### config.mk
export PLATFORM = sky130hd
export DESIGN_NAME = timestamp_delta_nibble_encoder_core_flat
export DESIGN_NICKNAME = d
export VERILOG_FILES = /design/src/design/tdne_pkg.sv /design/src/design/tdne_tag_if.sv /design/src/design/tdne_byte_if.sv /design/src/design/tdne_digit_step.sv /design/src/design/timestamp_delta_nibble_encoder_core.sv /design/src/flat_wrapper.sv
export SDC_FILE = /design/constraint.sdc
export NUM_CORES = 1
export LEC_CHECK = 0
export ABC_AREA = 1
export BUFFER_PORTS_ARGS = -buffer_cell sky130_fd_sc_hd__buf_4
export CAP_MARGIN = 0
export CORE_ASPECT_RATIO = 1.75
export CORE_UTILIZATION = 60
export DETAILED_ROUTE_END_ITERATION = 12
export PLACE_DENSITY = 0.8
export SYNTH_ARGS = -nofsm -noshare
export SYNTH_HDL_FRONTEND = slang
export SYNTH_SLANG_ARGS = --single-unit
### constraint.sdc
create_clock -name clk_i -period 5.7 [get_ports clk_i]
set_clock_uncertainty 0.05 [all_clocks]
set_input_delay 0.57 -clock clk_i [delete_from_list [all_inputs] [get_ports clk_i]]
set_output_delay 0.57 -clock clk_i [all_outputs]
set_load 0.05 [all_outputs]
### src/design/tdne_pkg.sv
package tdne_pkg;

  // field and digit widths
  localparam int unsigned TAG_W      = 64;
  localparam int unsigned DIGIT_W    = 4;
  localparam int unsigned BYTE_W     = 8;
  localparam int unsigned DIG_IDX_W  = 4;
  localparam int unsigned LEN_W      = 5;
  localparam int unsigned HDR_BYTES  = 8;

  // largest magnitude of a delta that is still coded
  localparam logic [TAG_W-1:0] DELTA_LIMIT     = 64'd10000000000000000;
  // two's-complement image of the negative limit
  localparam logic [TAG_W-1:0] NEG_DELTA_LIMIT = 64'(~DELTA_LIMIT + 64'd1);

  typedef enum logic [2:0] {
    ST_IDLE,
    ST_HDR,
    ST_SUB,
    ST_EMIT,
    ST_ERR
  } tdne_state_e;

  // running status of the digit-serial difference scan
  typedef struct packed {
    logic             borrow;
    logic             above_lim;
    logic             below_neg;
    logic [LEN_W-1:0] len_pos;
    logic [LEN_W-1:0] len_neg;
  } tdne_scan_t;

endpackage

### src/design/tdne_tag_if.sv
interface tdne_tag_if import tdne_pkg::*; ();
  logic                    valid;
  logic                    ready;
  logic signed [TAG_W-1:0] timestamp;
  logic                    first_of_block;
  logic                    last_of_block;

  modport source (output valid, timestamp, first_of_block, last_of_block, input ready);
  modport sink   (input valid, timestamp, first_of_block, last_of_block, output ready);
endinterface

### src/design/tdne_byte_if.sv
interface tdne_byte_if import tdne_pkg::*; ();
  logic              valid;
  logic              ready;
  logic [BYTE_W-1:0] out_byte;
  logic              end_of_run;
  logic              end_of_block;
  logic              delta_error;

  modport source (output valid, out_byte, end_of_run, end_of_block, delta_error, input ready);
  modport sink   (input valid, out_byte, end_of_run, end_of_block, delta_error, output ready);
endinterface

### src/design/tdne_digit_step.sv
module tdne_digit_step import tdne_pkg::*; (
  input  logic [DIGIT_W-1:0]   tag_dig_i,
  input  logic [DIGIT_W-1:0]   prev_dig_i,
  input  logic [DIG_IDX_W-1:0] idx_i,
  input  tdne_scan_t           scan_i,
  output logic [DIGIT_W-1:0]   diff_dig_o,
  output tdne_scan_t           scan_o
);

  logic [DIGIT_W:0]   diff;
  logic [DIGIT_W-1:0] lim_dig;
  logic [DIGIT_W-1:0] neg_dig;
  logic [LEN_W-1:0]   need_lo;
  logic [LEN_W-1:0]   need_hi;

  // one nibble of tag minus previous tag, with borrow
  assign diff = {1'b0, tag_dig_i} - {1'b0, prev_dig_i} - {{DIGIT_W{1'b0}}, scan_i.borrow};
  assign diff_dig_o = diff[DIGIT_W-1:0];

  // matching nibbles of both limits
  assign lim_dig = DELTA_LIMIT[{idx_i, 2'b00} +: DIGIT_W];
  assign neg_dig = NEG_DELTA_LIMIT[{idx_i, 2'b00} +: DIGIT_W];

  // length needed if this nibble breaks the sign extension
  assign need_lo = LEN_W'({1'b0, idx_i}) + LEN_W'(1);
  assign need_hi = LEN_W'({1'b0, idx_i}) + LEN_W'(2);

  // update borrow, limit compares (LSB first) and length trackers
  always_comb begin
    scan_o        = scan_i;
    scan_o.borrow = diff[DIGIT_W];
    if (diff_dig_o > lim_dig) begin
      scan_o.above_lim = 1'b1;
    end else if (diff_dig_o < lim_dig) begin
      scan_o.above_lim = 1'b0;
    end
    if (diff_dig_o < neg_dig) begin
      scan_o.below_neg = 1'b1;
    end else if (diff_dig_o > neg_dig) begin
      scan_o.below_neg = 1'b0;
    end
    // assuming a positive delta
    if (diff_dig_o[3]) begin
      scan_o.len_pos = need_hi;
    end else if (diff_dig_o[2:0] != 3'b000) begin
      scan_o.len_pos = need_lo;
    end
    // assuming a negative delta
    if (!diff_dig_o[3]) begin
      scan_o.len_neg = need_hi;
    end else if (diff_dig_o[2:0] != 3'b111) begin
      scan_o.len_neg = need_lo;
    end
  end

endmodule

### src/design/timestamp_delta_nibble_encoder_core.sv
// Time tag delta encoder.
// Requests arrive on tag_in_i (timestamp, first_of_block, last_of_block) and
// encoded bytes leave on byte_out_o, both valid/ready channels.
// One request is handled at a time; tag_in_i.ready is high only while idle.
// A first_of_block request sends the tag as 8 bytes, MSB first, one byte per
// cycle while the output register is free.
// Any other request runs a nibble-serial subtract and range scan over all 16
// nibbles, then streams the length nibble and L delta nibbles at one nibble
// per cycle while the output register is free, plus a flush of a half byte
// at the end of a block; L = 1..14.
// An out-of-range delta gives one error byte and the block is dropped until
// the next first_of_block; requests in a dropped block are taken with no bytes.
// The output register holds a byte until byte_out_o.ready; while it is full
// and not taken, the byte-sending states stall in place and no byte is lost.
// Reset (rst_ni low) clears the pending half byte, the abort flag and the
// output valid; the stored previous tag is only defined after a block start.
module timestamp_delta_nibble_encoder_core import tdne_pkg::*; (
  input  logic         clk_i,
  input  logic         rst_ni,
  tdne_tag_if.sink     tag_in_i,
  tdne_byte_if.source  byte_out_o
);

  tdne_state_e state_q, state_d;

  logic [DIG_IDX_W-1:0] cnt_q, cnt_d;
  logic [TAG_W-1:0]     sh_q, sh_d;
  logic [TAG_W-1:0]     prev_q, prev_d;
  logic [TAG_W-1:0]     dlt_q, dlt_d;
  tdne_scan_t           scan_q, scan_d;
  logic [DIGIT_W-1:0]   len_q, len_d;
  logic [DIGIT_W-1:0]   rem_q, rem_d;
  logic                 last_q, last_d;
  logic                 pend_q, pend_d;
  logic [DIGIT_W-1:0]   pnib_q, pnib_d;
  logic                 abort_q, abort_d;

  logic                 ov_q, ov_d;
  logic [BYTE_W-1:0]    ob_q, ob_d;
  logic                 eor_q, eor_d;
  logic                 eob_q, eob_d;
  logic                 err_q, err_d;

  logic                 accept;
  logic                 out_free;
  logic [DIGIT_W-1:0]   diff_dig;
  tdne_scan_t           scan_nx;
  logic                 neg_fin;
  logic                 err_fin;
  logic [DIGIT_W-1:0]   len_fin;
  logic [DIG_IDX_W-1:0] dig_idx;
  logic [DIGIT_W-1:0]   nib;

  assign tag_in_i.ready = (state_q == ST_IDLE);
  assign accept         = tag_in_i.valid && tag_in_i.ready;
  assign out_free       = !ov_q || byte_out_o.ready;

  // one digit of the difference per cycle, LSB first
  tdne_digit_step u_step (
    .tag_dig_i  (sh_q[DIGIT_W-1:0]),
    .prev_dig_i (prev_q[DIGIT_W-1:0]),
    .idx_i      (cnt_q),
    .scan_i     (scan_q),
    .diff_dig_o (diff_dig),
    .scan_o     (scan_nx)
  );

  // verdict on the last digit of the scan
  assign neg_fin = diff_dig[3];
  assign err_fin = neg_fin ? scan_nx.below_neg : scan_nx.above_lim;
  assign len_fin = neg_fin ? scan_nx.len_neg[DIGIT_W-1:0] : scan_nx.len_pos[DIGIT_W-1:0];

  // next nibble of the delta code
  assign dig_idx = rem_q - DIG_IDX_W'(1);
  assign nib     = (rem_q == DIGIT_W'(len_q + DIGIT_W'(1))) ? len_q
                                                             : dlt_q[{dig_idx, 2'b00} +: DIGIT_W];

  // next state
  always_comb begin
    state_d = state_q;
    case (state_q)
      ST_IDLE: begin
        if (accept) begin
          if (tag_in_i.first_of_block) begin
            state_d = ST_HDR;
          end else if (!abort_q) begin
            state_d = ST_SUB;
          end
        end
      end
      ST_HDR: begin
        if (out_free && cnt_q == DIG_IDX_W'(HDR_BYTES - 1)) begin
          state_d = ST_IDLE;
        end
      end
      ST_SUB: begin
        if (cnt_q == '1) begin
          state_d = err_fin ? ST_ERR : ST_EMIT;
        end
      end
      ST_EMIT: begin
        if (out_free) begin
          if (rem_q == '0) begin
            state_d = ST_IDLE;
          end else if (rem_q == DIGIT_W'(1) && (pend_q || !last_q)) begin
            state_d = ST_IDLE;
          end
        end
      end
      ST_ERR: begin
        if (out_free) begin
          state_d = ST_IDLE;
        end
      end
      default: state_d = ST_IDLE;
    endcase
  end

  // datapath and output register loads
  always_comb begin
    cnt_d   = cnt_q;
    sh_d    = sh_q;
    prev_d  = prev_q;
    dlt_d   = dlt_q;
    scan_d  = scan_q;
    len_d   = len_q;
    rem_d   = rem_q;
    last_d  = last_q;
    pend_d  = pend_q;
    pnib_d  = pnib_q;
    abort_d = abort_q;
    ov_d    = ov_q && !byte_out_o.ready;
    ob_d    = ob_q;
    eor_d   = eor_q;
    eob_d   = eob_q;
    err_d   = err_q;
    case (state_q)
      ST_IDLE: begin
        if (accept) begin
          sh_d   = tag_in_i.timestamp;
          last_d = tag_in_i.last_of_block;
          cnt_d  = '0;
          scan_d = '{borrow: 1'b0, above_lim: 1'b0, below_neg: 1'b0,
                     len_pos: LEN_W'(1), len_neg: LEN_W'(1)};
          if (tag_in_i.first_of_block) begin
            prev_d  = tag_in_i.timestamp;
            pend_d  = 1'b0;
            pnib_d  = '0;
            abort_d = 1'b0;
          end
        end
      end
      ST_HDR: begin
        // header byte, MSB first
        if (out_free) begin
          ov_d  = 1'b1;
          ob_d  = sh_q[TAG_W-1 -: BYTE_W];
          eor_d = (cnt_q == DIG_IDX_W'(HDR_BYTES - 1));
          eob_d = (cnt_q == DIG_IDX_W'(HDR_BYTES - 1)) && last_q;
          err_d = 1'b0;
          sh_d  = sh_q << BYTE_W;
          cnt_d = cnt_q + DIG_IDX_W'(1);
        end
      end
      ST_SUB: begin
        // tag rotates into the previous-tag register as the delta builds up
        sh_d   = sh_q >> DIGIT_W;
        prev_d = {sh_q[DIGIT_W-1:0], prev_q[TAG_W-1:DIGIT_W]};
        dlt_d  = {diff_dig, dlt_q[TAG_W-1:DIGIT_W]};
        scan_d = scan_nx;
        cnt_d  = cnt_q + DIG_IDX_W'(1);
        if (cnt_q == '1) begin
          len_d = len_fin;
          rem_d = len_fin + DIGIT_W'(1);
        end
      end
      ST_EMIT: begin
        if (out_free) begin
          if (rem_q == '0) begin
            // flush the half byte at block end
            ov_d   = 1'b1;
            ob_d   = {pnib_q, 4'h0};
            eor_d  = 1'b1;
            eob_d  = 1'b1;
            err_d  = 1'b0;
            pend_d = 1'b0;
            pnib_d = '0;
          end else begin
            rem_d = rem_q - DIGIT_W'(1);
            if (pend_q) begin
              ov_d   = 1'b1;
              ob_d   = {pnib_q, nib};
              eor_d  = (rem_q == DIGIT_W'(1)) || (rem_q == DIGIT_W'(2) && !last_q);
              eob_d  = ((rem_q == DIGIT_W'(1)) || (rem_q == DIGIT_W'(2) && !last_q))
                       && last_q;
              err_d  = 1'b0;
              pend_d = 1'b0;
              pnib_d = '0;
            end else begin
              pend_d = 1'b1;
              pnib_d = nib;
            end
          end
        end
      end
      ST_ERR: begin
        if (out_free) begin
          ov_d    = 1'b1;
          ob_d    = '0;
          eor_d   = 1'b1;
          eob_d   = 1'b1;
          err_d   = 1'b1;
          abort_d = 1'b1;
          pend_d  = 1'b0;
          pnib_d  = '0;
        end
      end
      default: begin
        ov_d = ov_q;
      end
    endcase
  end

  // control registers
  always_ff @(posedge clk_i or negedge rst_ni) begin
    if (!rst_ni) begin
      state_q <= ST_IDLE;
      cnt_q   <= '0;
      pend_q  <= 1'b0;
      pnib_q  <= '0;
      abort_q <= 1'b0;
      ov_q    <= 1'b0;
    end else begin
      state_q <= state_d;
      cnt_q   <= cnt_d;
      pend_q  <= pend_d;
      pnib_q  <= pnib_d;
      abort_q <= abort_d;
      ov_q    <= ov_d;
    end
  end

  // payload registers
  always_ff @(posedge clk_i) begin
    sh_q   <= sh_d;
    prev_q <= prev_d;
    dlt_q  <= dlt_d;
    scan_q <= scan_d;
    len_q  <= len_d;
    rem_q  <= rem_d;
    last_q <= last_d;
    ob_q   <= ob_d;
    eor_q  <= eor_d;
    eob_q  <= eob_d;
    err_q  <= err_d;
  end

  assign byte_out_o.valid        = ov_q;
  assign byte_out_o.out_byte     = ob_q;
  assign byte_out_o.end_of_run   = eor_q;
  assign byte_out_o.end_of_block = eob_q;
  assign byte_out_o.delta_error  = err_q;

endmodule

### src/flat_wrapper.sv
// flat-port wrapper written by rule: the top's interface ports become plain ports
module timestamp_delta_nibble_encoder_core_flat import tdne_pkg::*;
  (clk_i, rst_ni, tag_in_i_valid, tag_in_i_timestamp, tag_in_i_first_of_block, tag_in_i_last_of_block, tag_in_i_ready, byte_out_o_valid, byte_out_o_out_byte, byte_out_o_end_of_run, byte_out_o_end_of_block, byte_out_o_delta_error, byte_out_o_ready);
  tdne_tag_if tag_in_i_i ();
  tdne_byte_if byte_out_o_i ();
  input  logic clk_i;
  input  logic rst_ni;
  input wire logic [$bits(tag_in_i_i.valid)-1:0] tag_in_i_valid;
  input wire logic [$bits(tag_in_i_i.timestamp)-1:0] tag_in_i_timestamp;
  input wire logic [$bits(tag_in_i_i.first_of_block)-1:0] tag_in_i_first_of_block;
  input wire logic [$bits(tag_in_i_i.last_of_block)-1:0] tag_in_i_last_of_block;
  output wire logic [$bits(tag_in_i_i.ready)-1:0] tag_in_i_ready;
  output wire logic [$bits(byte_out_o_i.valid)-1:0] byte_out_o_valid;
  output wire logic [$bits(byte_out_o_i.out_byte)-1:0] byte_out_o_out_byte;
  output wire logic [$bits(byte_out_o_i.end_of_run)-1:0] byte_out_o_end_of_run;
  output wire logic [$bits(byte_out_o_i.end_of_block)-1:0] byte_out_o_end_of_block;
  output wire logic [$bits(byte_out_o_i.delta_error)-1:0] byte_out_o_delta_error;
  input wire logic [$bits(byte_out_o_i.ready)-1:0] byte_out_o_ready;
  assign tag_in_i_i.valid = tag_in_i_valid;
  assign tag_in_i_i.timestamp = tag_in_i_timestamp;
  assign tag_in_i_i.first_of_block = tag_in_i_first_of_block;
  assign tag_in_i_i.last_of_block = tag_in_i_last_of_block;
  assign tag_in_i_ready = tag_in_i_i.ready;
  assign byte_out_o_valid = byte_out_o_i.valid;
  assign byte_out_o_out_byte = byte_out_o_i.out_byte;
  assign byte_out_o_end_of_run = byte_out_o_i.end_of_run;
  assign byte_out_o_end_of_block = byte_out_o_i.end_of_block;
  assign byte_out_o_delta_error = byte_out_o_i.delta_error;
  assign byte_out_o_i.ready = byte_out_o_ready;
  timestamp_delta_nibble_encoder_core u_core (.clk_i(clk_i), .rst_ni(rst_ni), .tag_in_i(tag_in_i_i), .byte_out_o(byte_out_o_i));
endmodule
# == Word level (Yosys, flattened, before mapping) ==
# Index checks and enable logic that the tools add are counted.
# word_totals
in_bits,70
mem_count,0
latchBits,0
output_inout_bits,13
rom_bits,0
ram_bits,0
wordCells,170
register_bits,237
# classes
addsub,8
bitwise_logic,0
magnitude_cmp,4
eq_ne,21
n_mux,78
div_mod_pow,0
mul,0
n_reduce_logical,35
shifts,3
# op_table
cell,n
$mux 64,4
$pmux 64 s3,1
$pmux 64 s2,1
$shiftx 64x7->4 const A,2
$shiftx 64x7->4,1
$mux 4,13
$mux 8,5
$mux 3,10
$mux 1,27
$pmux 13 s2,1
$pmux 4 s3,2
$pmux 8 s3,1
$mux 5,4
$pmux 1 s3,5
$pmux 3 s5,1
$reduce_bool 3->1,5
$mux 13,1
$add 4x1->4 const B,3
$ne 2x1->1 const B,5
$reduce_and 5->1,2
$gt 4x4->1,2
$lt 4x4->1,2
$pmux 4 s2,1
$reduce_and 4->1,2
27 further kinds,48

# == Depth between registers and ports, before layout ==
# depth
depth_word,9
depth_mapped,21
mapped_depth_nobuf,21

# == Modules after synthesis ==
# From an unflattened synthesis, not the netlist that was laid out.
# hier_totals
hier_cells,1205
area_unflattened_um2,11768.8
# modules_own_cells
module,seq_area_each_um2,area_per_inst_um2,n_inst,cells_per_inst
timestamp_delta_nibble_encoder_core,7106.8,10712.8,1,1021
tdne_digit_step,0.0,1056.0,1,184

# == Worst setup path before layout ==
# Ideal clock, no wire load.
# synth_timing
path_kind,flip-flop to flip-flop
from,reg u_core.state_q[2]
to,"reg u_core.prev_q[0], enable pin"
arrival_ps,3682
stages_incl_launch_ff,8
setup_ps,487
setup_slack_ps,1481
required_ps,5163
path_buffers,0
synth_period_minus_slack_ps,4219
cell_sequence,dfrtp_1 inv_2 nand2_1 nor2_2 inv_2 or2_1 inv_1 nor2_1
# synth_via
elab_chain_len,4
word_cells_on_any_way,7
cone_classes,eq/ne: 3; reduce/logical: 4
# synth_lines
item,line,source
"start, declared",timestamp_delta_nibble_encoder_core.sv:24,"tdne_state_e state_q, state_d;"
"start signal, assigned",timestamp_delta_nibble_encoder_core.sv:234,state_q <= state_d;
$logic_not 3->1 (*),timestamp_delta_nibble_encoder_core.sv:54,assign tag_in_i.ready = (state_q == ST_IDLE);
via tag_in_i_ready,flat_wrapper.sv:12,output wire logic [$bits(tag_in_i_i.ready)-1:0] tag_in_i_ready;
$logic_and 1x1->1,timestamp_delta_nibble_encoder_core.sv:55,assign accept = tag_in_i.valid && tag_in_i.ready;
$ne 2x2->1 (no line),n/a,
$reduce_and 3->1 (no line) (*),n/a,
"end signal, assigned",timestamp_delta_nibble_encoder_core.sv:246,prev_q <= prev_d;
"end, declared",timestamp_delta_nibble_encoder_core.sv:28,"logic [TAG_W-1:0] prev_q, prev_d;"
# The timed path passes the listed nets; every way through them passes the cells marked *.
# A chain may end at the register's enable or synchronous reset.

# == Final worst setup path ==
# layout_timing
from,reg u_core.sh_q[0]
to,"reg u_core.rem_q[2], data pin"
# layout_via
elab_chain_len,9
word_cells_on_any_way,12
cone_classes,add/sub: 3; eq/ne: 1; mux: 7; reduce/logical: 1
# layout_lines
item,line,source
"start, declared",timestamp_delta_nibble_encoder_core.sv:27,"logic [TAG_W-1:0] sh_q, sh_d;"
"start signal, assigned",timestamp_delta_nibble_encoder_core.sv:245,sh_q <= sh_d;
$sub 4x4->5 (*),tdne_digit_step.sv:17,"assign diff = {1'b0, tag_dig_i} - {1'b0, prev_dig_i} - {{DIGIT_W{1'b0}}, scan_i.borrow};"
$sub 5x1->5 (*),tdne_digit_step.sv:17,
$ne 3x3->1 or $reduce_bool 3->1 (tied branches),"tdne_digit_step.sv:51, tdne_digit_step.sv:45",
$mux 5 (on tied branches),"tdne_digit_step.sv:51, tdne_digit_step.sv:45",
$mux 5 (on tied branches),"tdne_digit_step.sv:49, tdne_digit_step.sv:43",
$mux 4 (*),timestamp_delta_nibble_encoder_core.sv:71,assign len_fin = neg_fin ? scan_nx.len_neg[DIGIT_W-1:0] : scan_nx.len_pos[DIGIT_W-1:0];
via u_core.len_fin[0],timestamp_delta_nibble_encoder_core.sv:50,logic [DIGIT_W-1:0] len_fin;
$add 4x1->4 (*),timestamp_delta_nibble_encoder_core.sv:174,rem_d = len_fin + DIGIT_W'(1);
$mux 4 (*),timestamp_delta_nibble_encoder_core.sv:172,if (cnt_q == '1) begin
$pmux 4 s2 (*),timestamp_delta_nibble_encoder_core.sv:137,case (state_q)
via u_core.rem_d[2],timestamp_delta_nibble_encoder_core.sv:32,"logic [DIGIT_W-1:0] rem_q, rem_d;"
"end signal, assigned",timestamp_delta_nibble_encoder_core.sv:250,rem_q <= rem_d;
"end, declared",timestamp_delta_nibble_encoder_core.sv:32,
# The timed path passes the listed nets; every way through them passes the cells marked *. The select of a mux whose other input is x is not followed.

==> reports/qor.txt <==
Routed Wire Length -> 27600 microns
CP Data Required Time -> 5.89 ns
global route overflow -> 0
vias per inst -> 5.93
Routed Antenna Nets -> 0
critical path data arrival time -> 3.86 ns
Post-CTS Setup Inserts -> 0
drt first pass iters -> 6
Worst Reg2Reg Path Length in Cells -> 12
worst rel slew slack -> 21.9%
main combinational cell family by area after synthesis -> simple AND/OR/NAND/NOR gates
Clk pwr share -> 15.4%
RePlAce Congestion -> 0.867
vias in the first global route -> 8456
Avg Cell Area, Syn -> 10.2 sq um
Syn Std Cell Area -> 0.0114 sq mm
ys flop type -> edfxtp_1
die footprint -> 0.0195 sq mm
Reg clk slew, reported paths -> 0.07 ns
LEAKAGE -> 0.00539 uW
post-synthesis register bit count -> 237
Skew-Pair Late Insertion Delay -> 0.51 ns
nets -> 1274
status -> complete, no violations
largest net degree at the start of global routing -> 109
Initial Utilization -> 61.2%
post-synthesis simple-gate area fraction -> 18.1%
Synth Area in Compound Gates -> 9.85%
Synth Area in XOR/XNOR -> 1.21%
post-CTS resize count -> 0
pwr dens -> 702 mW/mm^2
First DRT Iteration DRCs -> 725
P&R area growth vs syn -> 12.6%
filler instances -> 1375
Yosys cell types -> 45
CTS H-tree lvls -> 1
core box area -> 0.0186 sq mm
post-synthesis mux area share -> 0.0881%
Final Hold Viols -> 0
die height -> 184 microns
# hold bufs at CTS -> 1
FFs w/ async S/R, synth -> 5.91%
post-DR wirelength/cell -> 19.3 microns
switching pwr -> 3910 uW
RSZ-0062 raised after global routing -> false
measured slew at the worst slew-check pin -> 1.17 ns
critical path type -> register to register
f_max -> 273 MHz
Adder-Cell Fraction of Synth Area -> 2.99%
Seq pwr share -> 37.3%
internal power -> 5060 uW
final setup vio count -> 0
Antenna Cells -> 0
Max VDD drop -> 377 uV
GRT Total Usage -> 28.7%
Pwr Total -> 8970 uW
hold path cells -> 1
Seq/Total Area, Yosys -> 62.0%
Final period util -> 64.4%
I/O pin cnt -> 83
Horiz. Die Dim -> 106 microns
Max Slew Vio Count -> 0
startpoint types -> register
crit path time final -> 3.67 ns
Setup crit end kind -> register
Hold WC Path Type -> primary input to register
setup tns final -> 0 ns
Syn Inst Count -> 1111
switching share of total power -> 43.6%
# rows -> 66
CTS Root Cell -> clkbuf_16
total CTS buffers -> 22
Yosys Warn Count -> 0
global-route wire length before repair -> 43000 microns
Post-synth EDFFs -> 223
CTS tree -> built
Max Root-Sink Buffers -> 3
# Max-Cap Violations -> 0
layout cells sized above 1 -> 13.2%
Port-buffer cells -> 82
CP Max Fanout -> 8
DRC -> 0
HPWL Detailed -> 18900 microns
initial antenna violation count -> 0
CTS sink cnt -> 237
Combinational Power Share -> 47.3%
DR vias -> 8488
syn nets -> 1207
==> sequential cells by signal, summed over array words and instances, names as in the netlist, 3 cells and up <==
name,flops
u_core.scan_q,11
u_core.cnt_q,4
u_core.pnib_q,4
u_core.dlt_q,64
u_core.state_q,3
u_core.byte_out_o.out_byte,8
u_core.len_q,4
u_core.prev_q,64
u_core.sh_q,64
u_core.rem_q,4
==> synth_stat cells, types with 4 or more instances <==
cell      count  area share, %
a21oi_1      33            1.5
a22oi_1       6           0.40
nand2_2       6           0.33
inv_2        10           0.33
o22ai_1      14           0.77
o211ai_1     21            1.4
ha_1         24            2.6
dfrtp_1      14            3.1
o221ai_1     34            2.6
buf_2        29            1.3
inv_1        96            3.2
nor2_2        4           0.22
o21ai_1      13           0.57
nand4_1       5           0.28
edfxtp_1    223             59
nand2_1     398             13
nor2_1       34            1.1
o21ai_0      40            1.8
nand3_1      45            2.0
clkbuf_1     13           0.43
xnor2_1       9           0.69
==> per-layer routing <==
layer  vias to the layer above  track usage (%)  part of all wire (%)
met2                       389             52.3                    53
met3                        75             3.23                   5.5
met4                         0             14.6                   4.8
li1                       3939                -                     -
met5                         -                0                     0
met1                      4085             33.0                    36
==> critical path, stage by stage, from the launching register on <==
cell and delay [ns]:
edfxtp_1 0.42, fa_1 0.53, inv_1 0.05, ha_1 0.21, or2_2 0.31, fa_1 0.47
xnor2_1 0.27, nand3_2 0.22, o21ai_1 0.25, nand2_2 0.12, ha_1 0.23, xnor2_1 0.19
o21ai_1 0.08
==> kinds of logic (layout without fill, tap and decap cells) <==
group | Yosys count | after routing
buffers and inverters | 155 | 238
XOR/XNOR | 14 | 14
AO/OA/AOI/OAI | 174 | 174
AND/OR/NAND/NOR | 504 | 504
adder cells (fa/ha/maj) | 26 | 26
flip-flops | 237 | 237
multiplexers | 1 | 1
==> per-stage QoR <==
step	hold WS, ns	instance area [sq um]	instances	util (%)	worst slack, ns
6_report	0.211	12800	1432	68.8	2.03
5_1_grt	0.196	12800	1432	68.8	1.83
4_1_cts	0.197	12800	1432	68.8	2.02
3_5_place_dp	0.384	12100	1391	65.3	2.03
3_3_place_gp	0.383	12100	1391	65.3	2.18
2_1_floorplan	0.224	11400	1111	-	1.48
==> layout make-up <==
type | count | area (sq um) | share of cell area (%)
Sequential cell | 237 | 7050 | 55.1
Multi-Input combinational cell | 719 | 3700 | 28.9
Timing Repair Buffer | 91 | 686 | 5.36
Clock buffer | 31 | 616 | 4.81
Inverter | 107 | 405 | 3.17
Tap cell | 238 | 298 | 2.33
Clock inverter | 9 | 40.0 | 0.313
==> layout by cell type (no fill, tap or decap), types with 9 or more instances in the layout <==
cell type and instances:
a21oi_1 33, buf_4 90, clkbuf_16 23, dfrtp_1 14
edfxtp_1 223, ha_1 24, inv_1 96, inv_2 9
nand2_1 398, nand3_1 45, nor2_1 32, o211ai_1 21
o21ai_0 40, o21ai_1 13, o221ai_1 34, o22ai_1 14
xnor2_1 9
==> worst paths after layout <==
| kind | start | slack [ns] | endpoint |
|---|---|---|---|
| min in group asynchronous | rst_ni | 0.44 | u_core.cnt_q[0] |
| hold / removal | tag_in_i_last_of_block | 0.21 | u_core.last_q |
| max in group asynchronous | rst_ni | 4.96 | u_core.pnib_q[0] |
| setup / recovery | u_core.sh_q[0] | 2.03 | u_core.rem_q[2] |
| setup reg to reg | u_core.sh_q[0] | 2.03 | u_core.rem_q[2] |
| hold reg to reg | u_core.dlt_q[50] | 0.40 | u_core.dlt_q[46] |
==> power by group through the flow <==
stage | clock network (uW) | registers [uW] | logic [uW]
after floorplan | 0 | 3390 | 3020
after global placement | 0 | 3340 | 4020
after detailed placement | 0 | 3360 | 4200
after CTS | 1390 | 3340 | 4230
after global routing | 1450 | 3410 | 4680
final | 1380 | 3350 | 4250
Power figures use the tool's default switching activity.
